### src/hw/rtl/swce_pkg.sv
// Shared types, constants and table functions of the sliding-window composition
// entropy unit. Used by every module of the block; depends on nothing else.
`default_nettype none

package swce_pkg;

   localparam int CFG_W        = 7;         // width of the window and bogus registers
   localparam int CODE_W       = 5;         // stored residue code width
   localparam int LOG_FRAC     = 24;        // fraction bits of the internal log2 values
   localparam int LOG_W        = LOG_FRAC + 4;
   localparam int ENT_W        = 15;        // entropy field width
   localparam int ENT_MAX      = 32767;
   localparam int RSP_DATA_W   = 16;
   localparam int CSR_ADDR_W   = 4;
   localparam int CSR_DATA_W   = 32;
   localparam int MIN_WINDOW   = 2;

   localparam logic [CODE_W-1:0] BOGUS_CODE = 5'd31;

   typedef struct packed {
      logic rd_en;
      logic wr_en;
   } hist_ctrl_type;

   typedef struct packed {
      logic clear;
      logic rd_en;
      logic wr_en;
   } cnt_ctrl_type;

   // Maps an ASCII byte to a letter index of the selected alphabet, case ignored.
   function automatic logic [CODE_W-1:0] encode_residue(input logic [7:0] ch,
                                                        input logic       nucl);
      logic [7:0]        up;
      logic [CODE_W-1:0] code;
      code = BOGUS_CODE;
      up   = ch;
      if (ch >= "a" && ch <= "z") begin
         up = ch - 8'd32;
      end
      if (nucl) begin
         case (up)
            "A":     code = 5'd0;
            "C":     code = 5'd1;
            "G":     code = 5'd2;
            "T":     code = 5'd3;
            "U":     code = 5'd4;
            default: code = BOGUS_CODE;
         endcase
      end else begin
         case (up)
            "A":     code = 5'd0;
            "C":     code = 5'd1;
            "D":     code = 5'd2;
            "E":     code = 5'd3;
            "F":     code = 5'd4;
            "G":     code = 5'd5;
            "H":     code = 5'd6;
            "I":     code = 5'd7;
            "K":     code = 5'd8;
            "L":     code = 5'd9;
            "M":     code = 5'd10;
            "N":     code = 5'd11;
            "P":     code = 5'd12;
            "Q":     code = 5'd13;
            "R":     code = 5'd14;
            "S":     code = 5'd15;
            "T":     code = 5'd16;
            "V":     code = 5'd17;
            "W":     code = 5'd18;
            "Y":     code = 5'd19;
            default: code = BOGUS_CODE;
         endcase
      end
      return code;
   endfunction

   // log2(n) with LOG_FRAC fraction bits by repeated squaring of the Q30
   // mantissa. Only evaluated on constants to build lookup tables.
   function automatic logic [63:0] log2_fixed(input int unsigned n);
      int unsigned k;
      logic [63:0] y;
      logic [63:0] frac;
      k    = 0;
      frac = '0;
      if (n == 0) begin
         return '0;
      end
      for (int j = 0; j < 30; j++) begin
         if ((n >> (k + 1)) != 0) begin
            k = k + 1;
         end
      end
      y = 64'(n) << (30 - k);
      for (int i = 1; i <= LOG_FRAC; i++) begin
         y = (y * y) >> 30;
         if (y >= (64'd1 << 31)) begin
            y    = y >> 1;
            frac = frac | (64'd1 << (LOG_FRAC - i));
         end
      end
      return (64'(k) << LOG_FRAC) | frac;
   endfunction

   // n * log2(n), the per-letter term of the composition sum.
   function automatic logic [63:0] ent_term(input int unsigned n);
      return 64'(n) * log2_fixed(n);
   endfunction

   // Change of the composition sum when one count moves from n-1 to n.
   function automatic logic [63:0] ent_delta(input int unsigned n);
      if (n == 0) begin
         return '0;
      end
      return ent_term(n) - ent_term(n - 1);
   endfunction

endpackage

`default_nettype wire

### src/hw/rtl/swce_hist_mem.sv
// Residue history memory: one write port, one read port, registered read data.
// Depends on swce_pkg for the control struct.
`default_nettype none

module swce_hist_mem
   import swce_pkg::*;
#(
   parameter int DEPTH  = 64,
   parameter int ADDR_W = 6,
   parameter int DATA_W = 5
) (
   input  wire logic                clock,
   input  wire hist_ctrl_type       ctrl,
   input  wire logic [ADDR_W-1:0]   rd_addr,
   output logic      [DATA_W-1:0]   rd_data,
   input  wire logic [ADDR_W-1:0]   wr_addr,
   input  wire logic [DATA_W-1:0]   wr_data
);

   logic [DATA_W-1:0] mem [DEPTH];
   logic [DATA_W-1:0] rd_data_ff;

   always_ff @(posedge clock) begin
      if (ctrl.wr_en) begin
         mem[wr_addr] <= wr_data;
      end
      if (ctrl.rd_en) begin
         rd_data_ff <= mem[rd_addr];
      end
   end

   assign rd_data = rd_data_ff;

endmodule

`default_nettype wire

### src/hw/rtl/swce_count_mem.sv
// Letter count memory with one valid bit per entry; an entry that is not valid
// reads as zero, so a clear needs no pass over the entries. Depends on swce_pkg.
`default_nettype none

module swce_count_mem
   import swce_pkg::*;
#(
   parameter int DEPTH  = 20,
   parameter int ADDR_W = 5,
   parameter int DATA_W = 7
) (
   input  wire logic                clock,
   input  wire logic                reset,
   input  wire cnt_ctrl_type        ctrl,
   input  wire logic [ADDR_W-1:0]   rd_addr,
   output logic      [DATA_W-1:0]   rd_data,
   input  wire logic [ADDR_W-1:0]   wr_addr,
   input  wire logic [DATA_W-1:0]   wr_data
);

   logic [DATA_W-1:0] mem [DEPTH];
   logic [DATA_W-1:0] rd_data_ff;
   logic [DEPTH-1:0]  valid_ff;
   logic [DEPTH-1:0]  valid_in;
   logic              rd_valid_ff;
   logic              rd_valid_in;

   always_comb begin
      valid_in    = valid_ff;
      rd_valid_in = rd_valid_ff;
      if (ctrl.rd_en) begin
         rd_valid_in = valid_ff[rd_addr];
      end
      if (ctrl.wr_en) begin
         valid_in[wr_addr] = 1'b1;
      end
      if (ctrl.clear) begin
         valid_in = '0;
      end
   end

   always_ff @(posedge clock) begin
      if (reset) begin
         valid_ff    <= '0;
         rd_valid_ff <= 1'b0;
      end else begin
         valid_ff    <= valid_in;
         rd_valid_ff <= rd_valid_in;
      end
   end

   always_ff @(posedge clock) begin
      if (ctrl.wr_en) begin
         mem[wr_addr] <= wr_data;
      end
      if (ctrl.rd_en) begin
         rd_data_ff <= mem[rd_addr];
      end
   end

   assign rd_data = rd_valid_ff ? rd_data_ff : '0;

endmodule

`default_nettype wire

### src/hw/rtl/swce_divider.sv
// Iterative restoring divider, two quotient bits per cycle.
// Depends on swce_pkg only through the common import.
`default_nettype none

module swce_divider
   import swce_pkg::*;
#(
   parameter int DIVIDEND_W = 35,
   parameter int DIVISOR_W  = 7
) (
   input  wire logic                  clock,
   input  wire logic                  reset,
   input  wire logic                  start,
   input  wire logic [DIVIDEND_W-1:0] dividend,
   input  wire logic [DIVISOR_W-1:0]  divisor,
   output logic                       done,
   output logic      [DIVIDEND_W-1:0] quotient
);

   localparam int PAD_W   = DIVIDEND_W + (DIVIDEND_W % 2);
   localparam int STEPS   = PAD_W / 2;
   localparam int STEP_W  = $clog2(STEPS + 1);

   // Returns the quotient bit above the new partial remainder.
   function automatic logic [DIVISOR_W:0] div_step(input logic [DIVISOR_W-1:0] rem,
                                                   input logic                 din,
                                                   input logic [DIVISOR_W-1:0] dvs);
      logic [DIVISOR_W:0] trial;
      logic [DIVISOR_W:0] diff;
      trial = {rem, din};
      diff  = trial - {1'b0, dvs};
      if (trial >= {1'b0, dvs}) begin
         return {1'b1, diff[DIVISOR_W-1:0]};
      end
      return {1'b0, trial[DIVISOR_W-1:0]};
   endfunction

   logic                 busy_ff, busy_in;
   logic                 done_ff, done_in;
   logic [STEP_W-1:0]    step_ff, step_in;
   logic [DIVISOR_W-1:0] rem_ff, rem_in;
   logic [DIVISOR_W-1:0] dvs_ff, dvs_in;
   logic [PAD_W-1:0]     quo_ff, quo_in;
   logic [DIVISOR_W:0]   first_step;
   logic [DIVISOR_W:0]   second_step;

   always_comb begin
      first_step  = div_step(rem_ff, quo_ff[PAD_W-1], dvs_ff);
      second_step = div_step(first_step[DIVISOR_W-1:0], quo_ff[PAD_W-2], dvs_ff);
      busy_in     = busy_ff;
      done_in     = 1'b0;
      step_in     = step_ff;
      rem_in      = rem_ff;
      dvs_in      = dvs_ff;
      quo_in      = quo_ff;
      if (start) begin
         busy_in = 1'b1;
         step_in = STEP_W'(STEPS);
         rem_in  = '0;
         dvs_in  = divisor;
         quo_in  = PAD_W'(dividend);
      end else if (busy_ff) begin
         quo_in  = {quo_ff[PAD_W-3:0], first_step[DIVISOR_W], second_step[DIVISOR_W]};
         rem_in  = second_step[DIVISOR_W-1:0];
         step_in = step_ff - STEP_W'(1);
         if (step_ff == STEP_W'(1)) begin
            busy_in = 1'b0;
            done_in = 1'b1;
         end
      end
   end

   always_ff @(posedge clock) begin
      if (reset) begin
         busy_ff <= 1'b0;
         done_ff <= 1'b0;
         step_ff <= '0;
      end else begin
         busy_ff <= busy_in;
         done_ff <= done_in;
         step_ff <= step_in;
      end
   end

   always_ff @(posedge clock) begin
      rem_ff <= rem_in;
      dvs_ff <= dvs_in;
      quo_ff <= quo_in;
   end

   assign done     = done_ff;
   assign quotient = quo_ff[DIVIDEND_W-1:0];

endmodule

`default_nettype wire

### src/hw/rtl/sliding_window_composition_entropy_unit.sv
// While the window is filling, a transaction skips the eviction steps and the divider; once it
// is full, the oldest code is evicted first, and the two-bit-per-cycle divider runs only when
// the window holds a letter. One item is in flight at a time; the next transaction is taken
// once its result enters the output register.
// Reset (synchronous, active high) empties the window and restores the registers to
// window_length 12, max_bogus 2, alphabet_mode 0. The history memory is never cleared.
`default_nettype none

module sliding_window_composition_entropy_unit
   import swce_pkg::*;
#(
   parameter int MAX_WINDOW    = 64,
   parameter int ALPHABET_SIZE = 20,
   parameter int FRAC_BITS     = 12
) (
   input  wire logic                  clock,
   input  wire logic                  reset,
   // Input stream.
   input  wire logic                  req_tvalid,
   output logic                       req_tready,
   input  wire logic [7:0]            req_tdata,   // [7:0] residue
   input  wire logic [0:0]            req_tuser,   // [0] sequence_start
   // Result stream.
   output logic                       rsp_tvalid,
   input  wire logic                  rsp_tready,
   output logic [RSP_DATA_W-1:0]      rsp_tdata,   // [14:0] entropy, [15] zero
   output logic [0:0]                 rsp_tuser,   // [0] entropy_valid
   // Register port.
   input  wire logic                  csr_psel,
   input  wire logic                  csr_penable,
   input  wire logic                  csr_pwrite,
   input  wire logic [CSR_ADDR_W-1:0] csr_paddr,
   input  wire logic [CSR_DATA_W-1:0] csr_pwdata,
   output logic      [CSR_DATA_W-1:0] csr_prdata,
   output logic                       csr_pready
);

   // Count and fill width covers the full window; the history index covers its depth.
   localparam int CNT_W   = $clog2(MAX_WINDOW + 1);
   localparam int HIST_W  = $clog2(MAX_WINDOW);
   localparam int LET_W   = $clog2(ALPHABET_SIZE);
   localparam int CMP_W   = (CNT_W > CFG_W) ? CNT_W : CFG_W;
   localparam int SUM_W   = CNT_W + LOG_W;
   localparam int SHIFT   = LOG_FRAC - FRAC_BITS;
   localparam logic [LOG_W:0] RND_HALF = (LOG_W + 1)'(1) << (SHIFT - 1);

   typedef enum logic [1:0] {
      REG_WINDOW_LENGTH = 2'd0,
      REG_MAX_BOGUS     = 2'd1,
      REG_ALPHABET_MODE = 2'd2
   } reg_sel_type;

   typedef enum logic [3:0] {
      ST_IDLE,
      ST_EVICT_RD,
      ST_EVICT_CNT,
      ST_EVICT_UPD,
      ST_ADD_RD,
      ST_ADD_UPD,
      ST_CHECK,
      ST_DIVIDE,
      ST_RESULT
   } state_type;

   // Constant tables: log2(n) and the step of n*log2(n), both with LOG_FRAC
   // fraction bits, for every count the window can hold.
   logic [LOG_W-1:0] log_lut [MAX_WINDOW + 1];
   logic [SUM_W-1:0] dlt_lut [MAX_WINDOW + 1];

   for (genvar n = 0; n <= MAX_WINDOW; n++) begin : g_lut
      localparam logic [63:0] LOG_VAL = log2_fixed(n);
      localparam logic [63:0] DLT_VAL = ent_delta(n);
      assign log_lut[n] = LOG_VAL[LOG_W-1:0];
      assign dlt_lut[n] = DLT_VAL[SUM_W-1:0];
   end

   state_type          state_ff, state_in;
   logic [CFG_W-1:0]   wl_ff, wl_in;
   logic [CFG_W-1:0]   maxb_ff, maxb_in;
   logic               mode_ff, mode_in;
   logic [HIST_W-1:0]  head_ff, head_in;
   logic [CNT_W-1:0]   fill_ff, fill_in;
   logic [CNT_W-1:0]   bogus_ff, bogus_in;
   logic [SUM_W-1:0]   sum_ff, sum_in;
   logic               rsp_valid_ff, rsp_valid_in;
   logic [ENT_W-1:0]   rsp_ent_ff, rsp_ent_in;
   logic               rsp_flag_ff, rsp_flag_in;

   // Per-item working registers, no reset needed.
   logic [CODE_W-1:0]  code_ff, code_in;
   logic [CODE_W-1:0]  old_code_ff, old_code_in;
   logic [LOG_W-1:0]   lt_ff, lt_in;
   logic [LOG_W-1:0]   diff_ff, diff_in;
   logic               flag_ff, flag_in;

   hist_ctrl_type      hist_ctrl;
   logic [HIST_W-1:0]  hist_rd_addr;
   logic [CODE_W-1:0]  hist_rd_data;
   cnt_ctrl_type       cnt_ctrl;
   logic [LET_W-1:0]   cnt_rd_addr;
   logic [LET_W-1:0]   cnt_wr_addr;
   logic [CNT_W-1:0]   cnt_rd_data;
   logic [CNT_W-1:0]   cnt_wr_data;
   logic [CNT_W-1:0]   cnt_next;
   logic               div_start;
   logic               div_done;
   logic [SUM_W-1:0]   div_quo;

   logic               csr_wr;
   reg_sel_type        reg_sel;
   logic [CFG_W-1:0]   wl_clamped;
   logic               clr_win;
   logic               req_acc;
   logic [CNT_W:0]     head_ext;
   logic [CNT_W:0]     wl_ext;
   logic [CNT_W:0]     old_pos;
   logic               window_full;
   logic [CNT_W-1:0]   total;
   logic [LOG_W:0]     rnd_sum;
   logic [LOG_W:0]     rnd_val;
   logic [ENT_W-1:0]   ent_sat;

   function automatic logic is_letter(input logic [CODE_W-1:0] code);
      return {1'b0, code} < (CODE_W + 1)'(ALPHABET_SIZE);
   endfunction

   // ---------------------------------------------------------------------
   // Register port. pready is tied high, so a write lands in the access cycle.
   // Writing the window length or the alphabet empties the window, since the
   // stored codes would no longer match.
   // ---------------------------------------------------------------------
   assign csr_pready = 1'b1;
   assign csr_wr     = csr_psel & csr_penable & csr_pwrite & csr_pready;
   assign reg_sel    = reg_sel_type'(csr_paddr[3:2]);

   always_comb begin
      wl_clamped = csr_pwdata[CFG_W-1:0];
      if (csr_pwdata[CFG_W-1:0] < CFG_W'(MIN_WINDOW)) begin
         wl_clamped = CFG_W'(MIN_WINDOW);
      end else if (CMP_W'(csr_pwdata[CFG_W-1:0]) > CMP_W'(MAX_WINDOW)) begin
         wl_clamped = CFG_W'(MAX_WINDOW);
      end
   end

   always_comb begin
      case (reg_sel)
         REG_WINDOW_LENGTH: csr_prdata = CSR_DATA_W'(wl_ff);
         REG_MAX_BOGUS:     csr_prdata = CSR_DATA_W'(maxb_ff);
         REG_ALPHABET_MODE: csr_prdata = CSR_DATA_W'(mode_ff);
         default:           csr_prdata = '0;
      endcase
   end

   // ---------------------------------------------------------------------
   // Window bookkeeping. The oldest code sits window_length entries behind
   // the write pointer in the circular history.
   // ---------------------------------------------------------------------
   assign head_ext     = (CNT_W + 1)'(head_ff);
   assign wl_ext       = (CNT_W + 1)'(wl_ff);
   assign old_pos      = (head_ext >= wl_ext) ? head_ext - wl_ext
                                              : head_ext + (CNT_W + 1)'(MAX_WINDOW) - wl_ext;
   assign hist_rd_addr = old_pos[HIST_W-1:0];
   assign window_full  = CMP_W'(fill_ff) >= CMP_W'(wl_ff);
   assign total        = (fill_ff > bogus_ff) ? fill_ff - bogus_ff : '0;
   assign cnt_next     = cnt_rd_data + CNT_W'(1);
   assign req_acc      = req_tvalid & req_tready;
   assign req_tready   = (state_ff == ST_IDLE);

   // Round half up to FRAC_BITS and saturate to the entropy field.
   assign rnd_sum = {1'b0, diff_ff} + RND_HALF;
   assign rnd_val = rnd_sum >> SHIFT;
   assign ent_sat = (rnd_val > (LOG_W + 1)'(ENT_MAX)) ? ENT_W'(ENT_MAX)
                                                     : rnd_val[ENT_W-1:0];

   // ---------------------------------------------------------------------
   // Item sequencer. Each transaction walks the states once:
   //   evict  - if full, read the oldest code, then its count, then write it back less one;
   //   add    - store the new code, read its count, write it back plus one;
   //   check  - decide whether an entropy is due and, if so, start the divider;
   //   result - round, saturate and load the output register.
   // The running sum of c*log2(c) is kept up to date with one table step per
   // count change, so no pass over the letters is needed. Each count read is
   // issued in a later state than any write to the same memory, so no forwarding
   // path exists between them.
   // ---------------------------------------------------------------------
   always_comb begin
      state_in     = state_ff;
      wl_in        = wl_ff;
      maxb_in      = maxb_ff;
      mode_in      = mode_ff;
      head_in      = head_ff;
      fill_in      = fill_ff;
      bogus_in     = bogus_ff;
      sum_in       = sum_ff;
      rsp_valid_in = rsp_valid_ff;
      rsp_ent_in   = rsp_ent_ff;
      rsp_flag_in  = rsp_flag_ff;
      code_in      = code_ff;
      old_code_in  = old_code_ff;
      lt_in        = lt_ff;
      diff_in      = diff_ff;
      flag_in      = flag_ff;
      hist_ctrl    = '0;
      cnt_ctrl     = '0;
      cnt_rd_addr  = code_ff[LET_W-1:0];
      cnt_wr_addr  = code_ff[LET_W-1:0];
      cnt_wr_data  = cnt_next;
      div_start    = 1'b0;
      clr_win      = 1'b0;

      if (rsp_valid_ff && rsp_tready) begin
         rsp_valid_in = 1'b0;
      end

      if (csr_wr) begin
         case (reg_sel)
            REG_WINDOW_LENGTH: begin
               wl_in   = wl_clamped;
               clr_win = 1'b1;
            end
            REG_MAX_BOGUS: begin
               maxb_in = csr_pwdata[CFG_W-1:0];
            end
            REG_ALPHABET_MODE: begin
               mode_in = csr_pwdata[0];
               clr_win = 1'b1;
            end
            default: begin
            end
         endcase
      end

      case (state_ff)
         ST_IDLE: begin
            if (req_acc) begin
               code_in  = encode_residue(req_tdata, mode_ff);
               clr_win  = clr_win | req_tuser[0];
               state_in = ST_EVICT_RD;
            end
         end
         ST_EVICT_RD: begin
            if (window_full) begin
               hist_ctrl.rd_en = 1'b1;
               state_in        = ST_EVICT_CNT;
            end else begin
               state_in = ST_ADD_RD;
            end
         end
         ST_EVICT_CNT: begin
            old_code_in = hist_rd_data;
            cnt_rd_addr = hist_rd_data[LET_W-1:0];
            cnt_ctrl.rd_en = is_letter(hist_rd_data);
            fill_in     = CNT_W'(wl_ff) - CNT_W'(1);
            state_in    = ST_EVICT_UPD;
         end
         ST_EVICT_UPD: begin
            cnt_wr_addr = old_code_ff[LET_W-1:0];
            cnt_wr_data = cnt_rd_data - CNT_W'(1);
            if (is_letter(old_code_ff)) begin
               if (cnt_rd_data != '0) begin
                  cnt_ctrl.wr_en = 1'b1;
                  sum_in         = sum_ff - dlt_lut[cnt_rd_data];
               end
            end else if (bogus_ff != '0) begin
               bogus_in = bogus_ff - CNT_W'(1);
            end
            state_in = ST_ADD_RD;
         end
         ST_ADD_RD: begin
            hist_ctrl.wr_en = 1'b1;
            head_in  = (head_ff == HIST_W'(MAX_WINDOW - 1)) ? '0 : head_ff + HIST_W'(1);
            cnt_ctrl.rd_en = is_letter(code_ff);
            state_in = ST_ADD_UPD;
         end
         ST_ADD_UPD: begin
            if (is_letter(code_ff)) begin
               cnt_ctrl.wr_en = 1'b1;
               sum_in         = sum_ff + dlt_lut[cnt_next];
            end else begin
               bogus_in = bogus_ff + CNT_W'(1);
            end
            fill_in  = fill_ff + CNT_W'(1);
            state_in = ST_CHECK;
         end
         ST_CHECK: begin
            flag_in = window_full && (CMP_W'(bogus_ff) <= CMP_W'(maxb_ff));
            lt_in   = log_lut[total];
            if (window_full && total != '0) begin
               div_start = 1'b1;
               state_in  = ST_DIVIDE;
            end else begin
               // Window still filling or no letter in it: entropy reads zero.
               diff_in  = '0;
               state_in = ST_RESULT;
            end
         end
         ST_DIVIDE: begin
            if (div_done) begin
               diff_in  = (SUM_W'(lt_ff) > div_quo) ? LOG_W'(SUM_W'(lt_ff) - div_quo) : '0;
               state_in = ST_RESULT;
            end
         end
         ST_RESULT: begin
            if (!rsp_valid_ff || rsp_tready) begin
               rsp_valid_in = 1'b1;
               rsp_ent_in   = ent_sat;
               rsp_flag_in  = flag_ff;
               state_in     = ST_IDLE;
            end
         end
         default: begin
            state_in = ST_IDLE;
         end
      endcase

      if (clr_win) begin
         fill_in        = '0;
         bogus_in       = '0;
         head_in        = '0;
         sum_in         = '0;
         cnt_ctrl.clear = 1'b1;
      end
   end

   always_ff @(posedge clock) begin
      if (reset) begin
         state_ff     <= ST_IDLE;
         wl_ff        <= CFG_W'(12);
         maxb_ff      <= CFG_W'(2);
         mode_ff      <= 1'b0;
         head_ff      <= '0;
         fill_ff      <= '0;
         bogus_ff     <= '0;
         sum_ff       <= '0;
         rsp_valid_ff <= 1'b0;
         rsp_ent_ff   <= '0;
         rsp_flag_ff  <= 1'b0;
      end else begin
         state_ff     <= state_in;
         wl_ff        <= wl_in;
         maxb_ff      <= maxb_in;
         mode_ff      <= mode_in;
         head_ff      <= head_in;
         fill_ff      <= fill_in;
         bogus_ff     <= bogus_in;
         sum_ff       <= sum_in;
         rsp_valid_ff <= rsp_valid_in;
         rsp_ent_ff   <= rsp_ent_in;
         rsp_flag_ff  <= rsp_flag_in;
      end
   end

   always_ff @(posedge clock) begin
      code_ff     <= code_in;
      old_code_ff <= old_code_in;
      lt_ff       <= lt_in;
      diff_ff     <= diff_in;
      flag_ff     <= flag_in;
   end

   // ---------------------------------------------------------------------
   // Storage and the divider.
   // ---------------------------------------------------------------------
   swce_hist_mem #(
      .DEPTH  (MAX_WINDOW),
      .ADDR_W (HIST_W),
      .DATA_W (CODE_W)
   ) u_hist_mem (
      .clock   (clock),
      .ctrl    (hist_ctrl),
      .rd_addr (hist_rd_addr),
      .rd_data (hist_rd_data),
      .wr_addr (head_ff),
      .wr_data (code_ff)
   );

   swce_count_mem #(
      .DEPTH  (ALPHABET_SIZE),
      .ADDR_W (LET_W),
      .DATA_W (CNT_W)
   ) u_count_mem (
      .clock   (clock),
      .reset   (reset),
      .ctrl    (cnt_ctrl),
      .rd_addr (cnt_rd_addr),
      .rd_data (cnt_rd_data),
      .wr_addr (cnt_wr_addr),
      .wr_data (cnt_wr_data)
   );

   // Sum of c*log2(c) divided by the letter count, truncating.
   swce_divider #(
      .DIVIDEND_W (SUM_W),
      .DIVISOR_W  (CNT_W)
   ) u_divider (
      .clock    (clock),
      .reset    (reset),
      .start    (div_start),
      .dividend (sum_ff),
      .divisor  (total),
      .done     (div_done),
      .quotient (div_quo)
   );

   assign rsp_tvalid = rsp_valid_ff;
   assign rsp_tdata  = {1'b0, rsp_ent_ff};
   assign rsp_tuser  = rsp_flag_ff;

endmodule

`default_nettype wire

### config.mk
export PLATFORM = sky130hd
export DESIGN_NAME = sliding_window_composition_entropy_unit
export DESIGN_NICKNAME = d
export VERILOG_FILES = /design/src/hw/rtl/swce_pkg.sv /design/src/hw/rtl/swce_hist_mem.sv /design/src/hw/rtl/swce_count_mem.sv /design/src/hw/rtl/swce_divider.sv /design/src/hw/rtl/sliding_window_composition_entropy_unit.sv
export SDC_FILE = /design/constraint.sdc
export NUM_CORES = 2
export LEC_CHECK = 0
export BUFFER_PORTS_ARGS = -buffer_cell sky130_fd_sc_hd__buf_4
export CAP_MARGIN = 20
export CORE_AREA = 5 5 295 297
export CTS_CLUSTER_SIZE = 8
export DETAILED_ROUTE_END_ITERATION = 12
export DIE_AREA = 0 0 300 302
export PLACE_DENSITY_LB_ADDON = 0.12
export SETUP_SLACK_MARGIN = 0.02
export SLEW_MARGIN = 20
export SYNTH_ARGS = -nofsm -noshare
export SYNTH_HDL_FRONTEND = slang
export SYNTH_HIERARCHICAL = 1
export SYNTH_SLANG_ARGS = --single-unit
### constraint.sdc
create_clock -name clock -period 8.41 [get_ports clock]
set_input_delay 1.682 -clock clock [delete_from_list [all_inputs] [get_ports clock]]
set_output_delay 1.682 -clock clock [all_outputs]
set_load 0.1 [all_outputs]
### Yosys cells after proc, flatten, opt, wreduce, memory -nomap -nowiden

Memories as Yosys holds them, arrays and structs flattened. A register that Yosys moved wholly into a read port is not among the register bits.
Cells that the tools add are included.

| storage, ports and cells | value |
|---|---|
| register bits | 208 |
| bits in read-only memories | 12544 |
| bits of input ports | 52 |
| memories | 5 |
| memory bits (writable) | 460 |
| logic and storage cells | 231 |

Memories:

| name | words | bits a word | rd ports | clocked after Yosys merged registers in | write ports | RTL line | source |
|---|---|---|---|---|---|---|---|
| (name not given) | 128 | 35 | 1 | 0 | 0 | sliding_window_composition_entropy_unit.sv:278 | `sum_in = sum_ff + dlt_lut[cnt_next];` |
| (name not given) | 128 | 35 | 1 | 0 | 0 | sliding_window_composition_entropy_unit.sv:262 | `sum_in = sum_ff - dlt_lut[cnt_rd_data];` |
| (name not given) | 128 | 28 | 1 | 1 | 0 | sliding_window_composition_entropy_unit.sv:287 | `lt_in = log_lut[total];` |
| u_hist_mem.mem | 64 | 5 | 1 | 1 | 1 | swce_hist_mem.sv:20 | `logic [DATA_W-1:0] mem [DEPTH];` |
| u_count_mem.mem | 20 | 7 | 1 | 1 | 1 | swce_count_mem.sv:21 | `logic [DATA_W-1:0] mem [DEPTH];` |

| operators by class | value |
|---|---|
| equality and inequality tests | 43 |
| reductions and logical operators | 30 |
| $lt $le $gt $ge | 20 |
| $add $sub $neg | 19 |
| bitwise logic cells | 9 |
| mux-type cells | 80 |

Operators with widths:

| operator | count |
|---|---|
| 35-bit 2-to-1 mux | 9 |
| 8-bit by 7-bit equality test with 1-bit output (second input constant) | 21 |
| 5-bit case mux with 20 select lines | 1 |
| 28-bit 2-to-1 mux | 3 |
| 35-bit case mux with 2 select lines | 1 |
| 7-bit 2-to-1 mux | 8 |
| 8-bit 2-to-1 mux | 7 |
| 28-bit case mux with 2 select lines | 1 |
| 4-bit case mux with 9 select lines | 1 |
| 35-bit adder | 1 |
| 28-bit by 35-bit greater-than comparator with 1-bit output | 1 |
| 35-bit subtractor | 1 |
| 28-bit by 12-bit adder with 29-bit output (second input constant) | 1 |
| 1-bit 2-to-1 mux | 28 |
| 7-bit case mux with 2 select lines | 2 |
| 28-bit subtractor | 1 |
| 5-bit 2-to-1 mux | 5 |
| 5-bit case mux with 5 select lines | 1 |
| 7-bit NOT with 8-bit output | 3 |
| 7-bit by 1-bit adder with 7-bit output (second input constant) | 3 |
| 7-bit case mux with 3 select lines | 1 |
| 7-bit nonzero test | 3 |
| 7-bit by 1-bit subtractor with 7-bit output (second input constant) | 3 |
| 7-bit subtractor | 3 |
| other kinds (50) | 92 |

### Depth between registers and ports, before layout

| depth | value |
|---|---|
| word-level depth | 9 |
| depth in mapped cells | 32 |
| depth with buffers taken out | 27 |

### Modules after synthesis

Netlist, hierarchy kept.

By module, submodules not included:

| module | cells each | instances | area each (um^2) |
|---|---|---|---|
| sliding_window_composition_entropy_unit | 2680 | 1 | 18958.2 |
| swce_hist_mem | 610 | 1 | 12818.5 |
| swce_count_mem | 356 | 1 | 6528.8 |
| swce_divider | 299 | 1 | 3374.5 |

### Least setup slack after synthesis

No wires, ideal clock.

| timing path | value |
|---|---|
| kind | register to register |
| from | reg u_count_mem.rd_data_ff[0] (read register of u_count_mem.mem) |
| to | reg sum_ff[33] |
| required time | 8.293 ns |
| setup time | 0.117 ns |
| period minus slack after synthesis | 6.892 ns |
| buffers on the path | 5 |
| stages on the path, launching flop included | 33 |
| arrival | 6.775 ns |
| setup slack | 1.518 ns |
| path through | edfxtp_1 -> and2_1 -> buf_2 -> inv_1 -> clkbuf_1 -> ha_1 -> clkbuf_1 -> clkbuf_1 -> inv_1 -> ha_1 -> nor2b_1 -> a31o_2 -> mux4_2 -> or2_2 -> ha_1 -> inv_1 -> a31oi_1 -> and4_4 -> nor4b_2 -> nand3_1 -> xnor2_1 -> a21oi_1 -> ha_1 -> clkbuf_1 -> o211ai_1 -> a21oi_1 -> a211oi_1 -> a211oi_1 -> or2_2 -> a211oi_1 -> o31ai_1 -> xor2_1 -> a22o_1 |

| between the ends | value |
|---|---|
| cells in the longest elaborated chain, start to end | 9 |
| elaborated cells between the ends (all ways) | 19 |
| those cells by class | 3 x add/sub; 1 x eq/ne; 9 x mux; 2 x bitwise; 2 x reduce/logical; 2 x memory |

Ends and longest elaborated chain:

| item | RTL line | source |
|---|---|---|
| start, declared | swce_count_mem.sv:22 | `logic [DATA_W-1:0] rd_data_ff;` |
| 7-bit 2-to-1 mux (*) | swce_count_mem.sv:61 | `assign rd_data = rd_valid_ff ? rd_data_ff : '0;` |
| via cnt_rd_data[0] | sliding_window_composition_entropy_unit.sv:102 | `logic [CNT_W-1:0] cnt_rd_data;` |
| 7-bit by 1-bit adder with 7-bit output or 7-bit NOT with 8-bit output (tied branches) | sliding_window_composition_entropy_unit.sv:165, sliding_window_composition_entropy_unit.sv:262 |  |
| 7-bit NOT with 8-bit output (not written as such) or memory 128 x 35 bit (tied branches) | n/a |  |
| memory 128 x 35 bit or 35-bit 2-to-1 mux (tied branches) | n/a |  |
| 35-bit 2-to-1 mux, on equally long branches | sliding_window_composition_entropy_unit.sv:278, sliding_window_composition_entropy_unit.sv:262 |  |
| 35-bit 2-to-1 mux (not written as such) or 35-bit subtractor (tied branches) | sliding_window_composition_entropy_unit.sv:278, sliding_window_composition_entropy_unit.sv:262 |  |
| 35-bit adder or 35-bit 2-to-1 mux (tied branches) | sliding_window_composition_entropy_unit.sv:278, sliding_window_composition_entropy_unit.sv:260 |  |
| 35-bit 2-to-1 mux, on equally long branches | sliding_window_composition_entropy_unit.sv:276, sliding_window_composition_entropy_unit.sv:259 |  |
| 35-bit case mux with 2 select lines | sliding_window_composition_entropy_unit.sv:233 | `case (state_ff)` |
| end signal, assigned | sliding_window_composition_entropy_unit.sv:346 | `sum_ff <= sum_in;` |
| end, declared | sliding_window_composition_entropy_unit.sv:84 | `logic [SUM_W-1:0] sum_ff, sum_in;` |

The timed path passes the listed nets; every way through them passes the cells marked *. The select of a mux whose other input is x is not followed.
A chain may end at the register's enable or synchronous reset.

### Worst setup path after layout

| timing path | value |
|---|---|
| from | reg u_count_mem.rd_valid_ff |
| to | reg sum_ff[33] |

| between the ends | value |
|---|---|
| cells in the longest elaborated chain, start to end | 9 |
| elaborated cells between the ends (all ways) | 19 |
| those cells by class | 3 x add/sub; 1 x eq/ne; 9 x mux; 2 x bitwise; 2 x reduce/logical; 2 x memory |

Ends and longest elaborated chain:

| item | RTL line | source |
|---|---|---|
| start, declared | swce_count_mem.sv:25 | `logic rd_valid_ff;` |
| start signal, assigned | swce_count_mem.sv:48 | `rd_valid_ff <= rd_valid_in;` |
| 7-bit 2-to-1 mux (*) | swce_count_mem.sv:61 |  |
| via cnt_rd_data[0] | sliding_window_composition_entropy_unit.sv:102 |  |
| 7-bit by 1-bit adder with 7-bit output or 7-bit NOT with 8-bit output (tied branches) | sliding_window_composition_entropy_unit.sv:165, sliding_window_composition_entropy_unit.sv:262 |  |
| 7-bit NOT with 8-bit output (not written as such) or memory 128 x 35 bit (tied branches) | n/a |  |
| memory 128 x 35 bit or 35-bit 2-to-1 mux (tied branches) | n/a |  |
| 35-bit 2-to-1 mux, on equally long branches | sliding_window_composition_entropy_unit.sv:278, sliding_window_composition_entropy_unit.sv:262 |  |
| 35-bit 2-to-1 mux (not written as such) or 35-bit subtractor (tied branches) | sliding_window_composition_entropy_unit.sv:278, sliding_window_composition_entropy_unit.sv:262 |  |
| 35-bit adder or 35-bit 2-to-1 mux (tied branches) | sliding_window_composition_entropy_unit.sv:278, sliding_window_composition_entropy_unit.sv:260 |  |
| 35-bit 2-to-1 mux, on equally long branches | sliding_window_composition_entropy_unit.sv:276, sliding_window_composition_entropy_unit.sv:259 |  |
| 35-bit case mux with 2 select lines | sliding_window_composition_entropy_unit.sv:233 |  |

Marked as above.

==> flow_summary.yaml <==
run_status:
  status: "finished clean"
grt:
  grt_overflow_total: 0
  grt.total_usage_pct: 26.3
  antenna_found_initial: 4
  grt_pass1_wl_um: 187000
  grt_max_degree: 67
  grt_pass1_vias: 30400
clock_tree:
  root_buffer: "clkbuf_16"
  clk_latency_ns: 0.68
  post_cts_buffers: 0
  ctsResizeCount: 0
  ctsHoldBuffers: 0
  clk_pin_slew_ns: 0.05
  cts_tree: "done"
  numCtsBuffers: 98
  h-tree-depth: 3
  clock_sinks: 696
  cts_buffer_depth: 3
yosys:
  synth_seq_cells: 696
  synth.distinct_cells: 124
  synthMuxAreaShare_pct: 9.37
  synth_top_family_by_area: "compound AO/OA/AOI/OAI gates"
  synth_cells: 3945
  synth-simple-area-share_pct: 13.8
  synth_ff_type: "edfxtp_1"
  synth_compound_area_share_pct: 16.9
  ys_warn_count: 6
  synthAdderAreaFrac_pct: 5.00
  synth_area_mm2: 0.0417
  synth_area_per_cell_um2: 10.6
  yosys.area_share.xor_xnor_pct: 2.18
  async_flop_share_pct: 0
  synth-edff-count: 569
  seq_area_frac_synth_pct: 47.1
worst_hold_path:
  min_path_type: "register to register"
  worstHoldEndpoint: "old_code_ff[0]"
  hold_depth: 0
  min-delay-start: "u_hist_mem/rd_data[0]"
power:
  ir_drop_v: 0.000168
  p_total_mw: 8.70
  power.leakage_nw: 16.1
  powerDensity_mw_per_mm2: 192
cells_and_area:
  drive_above_1_share_pct: 12.7
  fill_cells: 7467
  layout.nets: 4088
  final_core_util_pct: 53.8
  syn2layout_area_growth_pct: 8.85
  final_cells: 5020
  seqCellArea_mm2: 0.0196
  multi_input_area_mm2: 0.0199
routing:
  via_count: 32300
  initialDrtViolationCount: 4014
  ant_nets: 0
  routed_wl_um: 123000
  post_drt_wl_per_cell_um: 24.4
  vias_per_cell: 6.43
  drc_errors: 0
  dr.pass1.iters: 6
setup_path:
  path_common_cell: "ha_1"
  crit_type: "register to register"
  startpoint_type: "register"
  cpMaxStageDelayCell: "nor4b_2"
  rr_startpoint: "u_count_mem/rd_valid_ff"
  rr_endpoint: "sum_ff[33]"
  critPathArrivalTime_ns: 7.86
  rr_worst_depth: 28
  cp_max_fo: 19
  max_stage_delay_ns: 0.51
  reg2reg_slack_ns: 1.06
  cp-end-kind: "register"
  crit_required_ns: 8.93
timing:
  worst_pin_slew_ns: 1.09
  finalHoldViolCount: 0
  whs_ns: 0.459
  drv_slew: 0
  max_freq_ghz: 0.136
  rsz0062_at_grt: "no"
  skew_ns: 0.0749
  tns_ns: 0
  relSlewSlack_pct: 26.9
  period_share_pct: 87.4
  setup_viol_count_final: 0
  layout_min_cycle_time_ns: 7.35
placed_design:
  placed_cells: 4863
  io_buffer_count: 49
  hpwlAfterDp_um: 83600
  gp_congestion: 1.01
floorplan:
  ios: 104
  rows: 107
  dieArea_mm2: 0.0906
  die_x_um: 300
  initial_utilization_pct: 49.4
  core_mm2: 0.0843
  die_y_um: 302
flow_run:
  maxCapViolCount: 0
-- per-layer routing --
metal | wire [um] | vias to the layer above | global-route usage [%]
met5 | 0 | - | 0
met3 | 11100 | 316 | 5.00
met4 | 4110 | 0 | 8.28
li1 | - | 14700 | -
met2 | 53900 | 1610 | 40.0
met1 | 53600 | 15600 | 38.6
-- cells in the final DEF, fill, tap and decap left out, types with 36 or more instances in the layout --
cell type | Yosys | final
edfxtp_1 | 569 | 569
nor2_1 | 384 | 381
nand2_1 | 301 | 299
a21oi_1 | 286 | 286
o21ai_0 | 195 | 195
ha_1 | 157 | 156
inv_1 | 148 | 146
buf_4 | 73 | 137
dfxtp_1 | 127 | 127
nand3_1 | 100 | 100
mux4_2 | 98 | 98
clkbuf_16 | 0 | 98
nor3_1 | 79 | 79
a211oi_1 | 75 | 74
mux2i_1 | 67 | 67
xnor2_1 | 70 | 63
o22ai_1 | 62 | 62
a31oi_1 | 53 | 53
mux2_2 | 53 | 53
nand2b_1 | 49 | 48
clkbuf_1 | 160 | 47
nor2b_1 | 42 | 42
o21a_1 | 40 | 40
o211ai_1 | 38 | 38
a21o_1 | 36 | 36
-- power breakdown --
| group | total (mW) | switching (mW) | internal [mW] |
|---|---|---|---|
| clock network | 3.62 | 1.45 | 2.17 |
| logic | 1.30 | 0.854 | 0.443 |
| registers | 3.78 | 0.0285 | 3.75 |
-- synth_stat cells, types with 12 or more instances --
cell,count,share of area [%]
inv_1,148,1.3
a221oi_1,13,0.27
a211oi_1,75,1.4
a2111oi_0,14,0.29
a21oi_1,286,3.4
buf_4,73,1.3
o21ai_0,195,2.3
xnor2_1,70,1.5
nand3b_1,16,0.29
mux4_2,98,5.3
o21a_1,40,0.72
and2_1,30,0.45
ha_1,157,4.7
xor2_1,28,0.59
a22oi_1,19,0.34
buf_2,56,0.67
a21o_1,36,0.65
mux2i_1,67,1.6
nor3b_1,12,0.22
buf_6,18,0.49
o31ai_1,19,0.34
o22ai_1,62,0.93
nand2_1,301,2.7
nor4_1,32,0.48
a311oi_1,27,0.57
mux4_1,16,1.0
dfxtp_1,127,6.1
nor2_1,384,3.5
nor3_1,79,0.95
and3_1,19,0.29
edfxtp_1,569,41
buf_1,22,0.20
o211ai_1,38,0.68
or3_1,27,0.41
o221ai_1,20,0.42
nand3_1,100,1.2
or2_2,19,0.29
clkbuf_1,160,1.4
nand4_1,27,0.41
nand2b_1,49,0.74
o311ai_0,19,0.40
a31oi_1,53,0.80
nor2b_1,42,0.63
mux2_2,53,1.4
-- worst max-delay path by stage --
| stage | startpoint | to | slack [ns] |
|---|---|---|---|
| after detailed placement | u_count_mem/rd_valid_ff | sum_ff[33] | 1.33 |
| after CTS | u_count_mem/rd_valid_ff | sum_ff[33] | 1.29 |
| after floorplan | u_count_mem/rd_data_ff[0] | sum_ff[33] | 1.52 |
| final | u_count_mem/rd_valid_ff | sum_ff[33] | 1.06 |
| after global routing | u_count_mem/rd_valid_ff | sum_ff[33] | 0.70 |
| after global placement | u_count_mem/rd_valid_ff | sum_ff[33] | 1.45 |
-- cell families after synthesis --
family	after synthesis
adder cells (fa/ha/maj)	163
multiplexers	235
AO/OA/AOI/OAI	1067
buffers and inverters	487
other	2
flip-flops	696
XOR/XNOR	101
AND/OR/NAND/NOR	1194
-- cell type report --
type	instances	share of cell area, %
inverter	151	1.25
multi-input combinational	2788	43.8
tap	1090	3.01
sequential	696	43.3
timing repair buffer	138	2.31
clock inverter	9	0.474
clock buffer	147	5.85
antenna	1	0.00552
-- critical path, delay by kind of cell, from the launching register on --
kind	cells	cell delay, ns
compound gates	10	2.31
simple gates	7	2.00
fa+ha+maj	4	1.11
buf+inv	4	0.78
flops	1	0.47
xor+xnor	2	0.33
mux	1	0.25
-- flip-flops by register name, indices dropped and copies added, names as in the netlist, 15 cells and up --
name,count
rsp_ent_ff,15
u_divider/quo_ff,36
sum_ff,35
u_count_mem/mem,140
lt_ff,27
u_count_mem/valid_ff,20
diff_ff,17
u_hist_mem/mem,320
-- through the flow --
step | setup WS (ns) | instance area, um^2
global placement | 1.45 | 42500
detailed placement | 1.33 | 42500
global route | 0.700 | 45400
floorplan | 1.52 | 41800
finish | 1.06 | 45400
CTS | 1.29 | 45400
(Power assumes the default switching activity.)
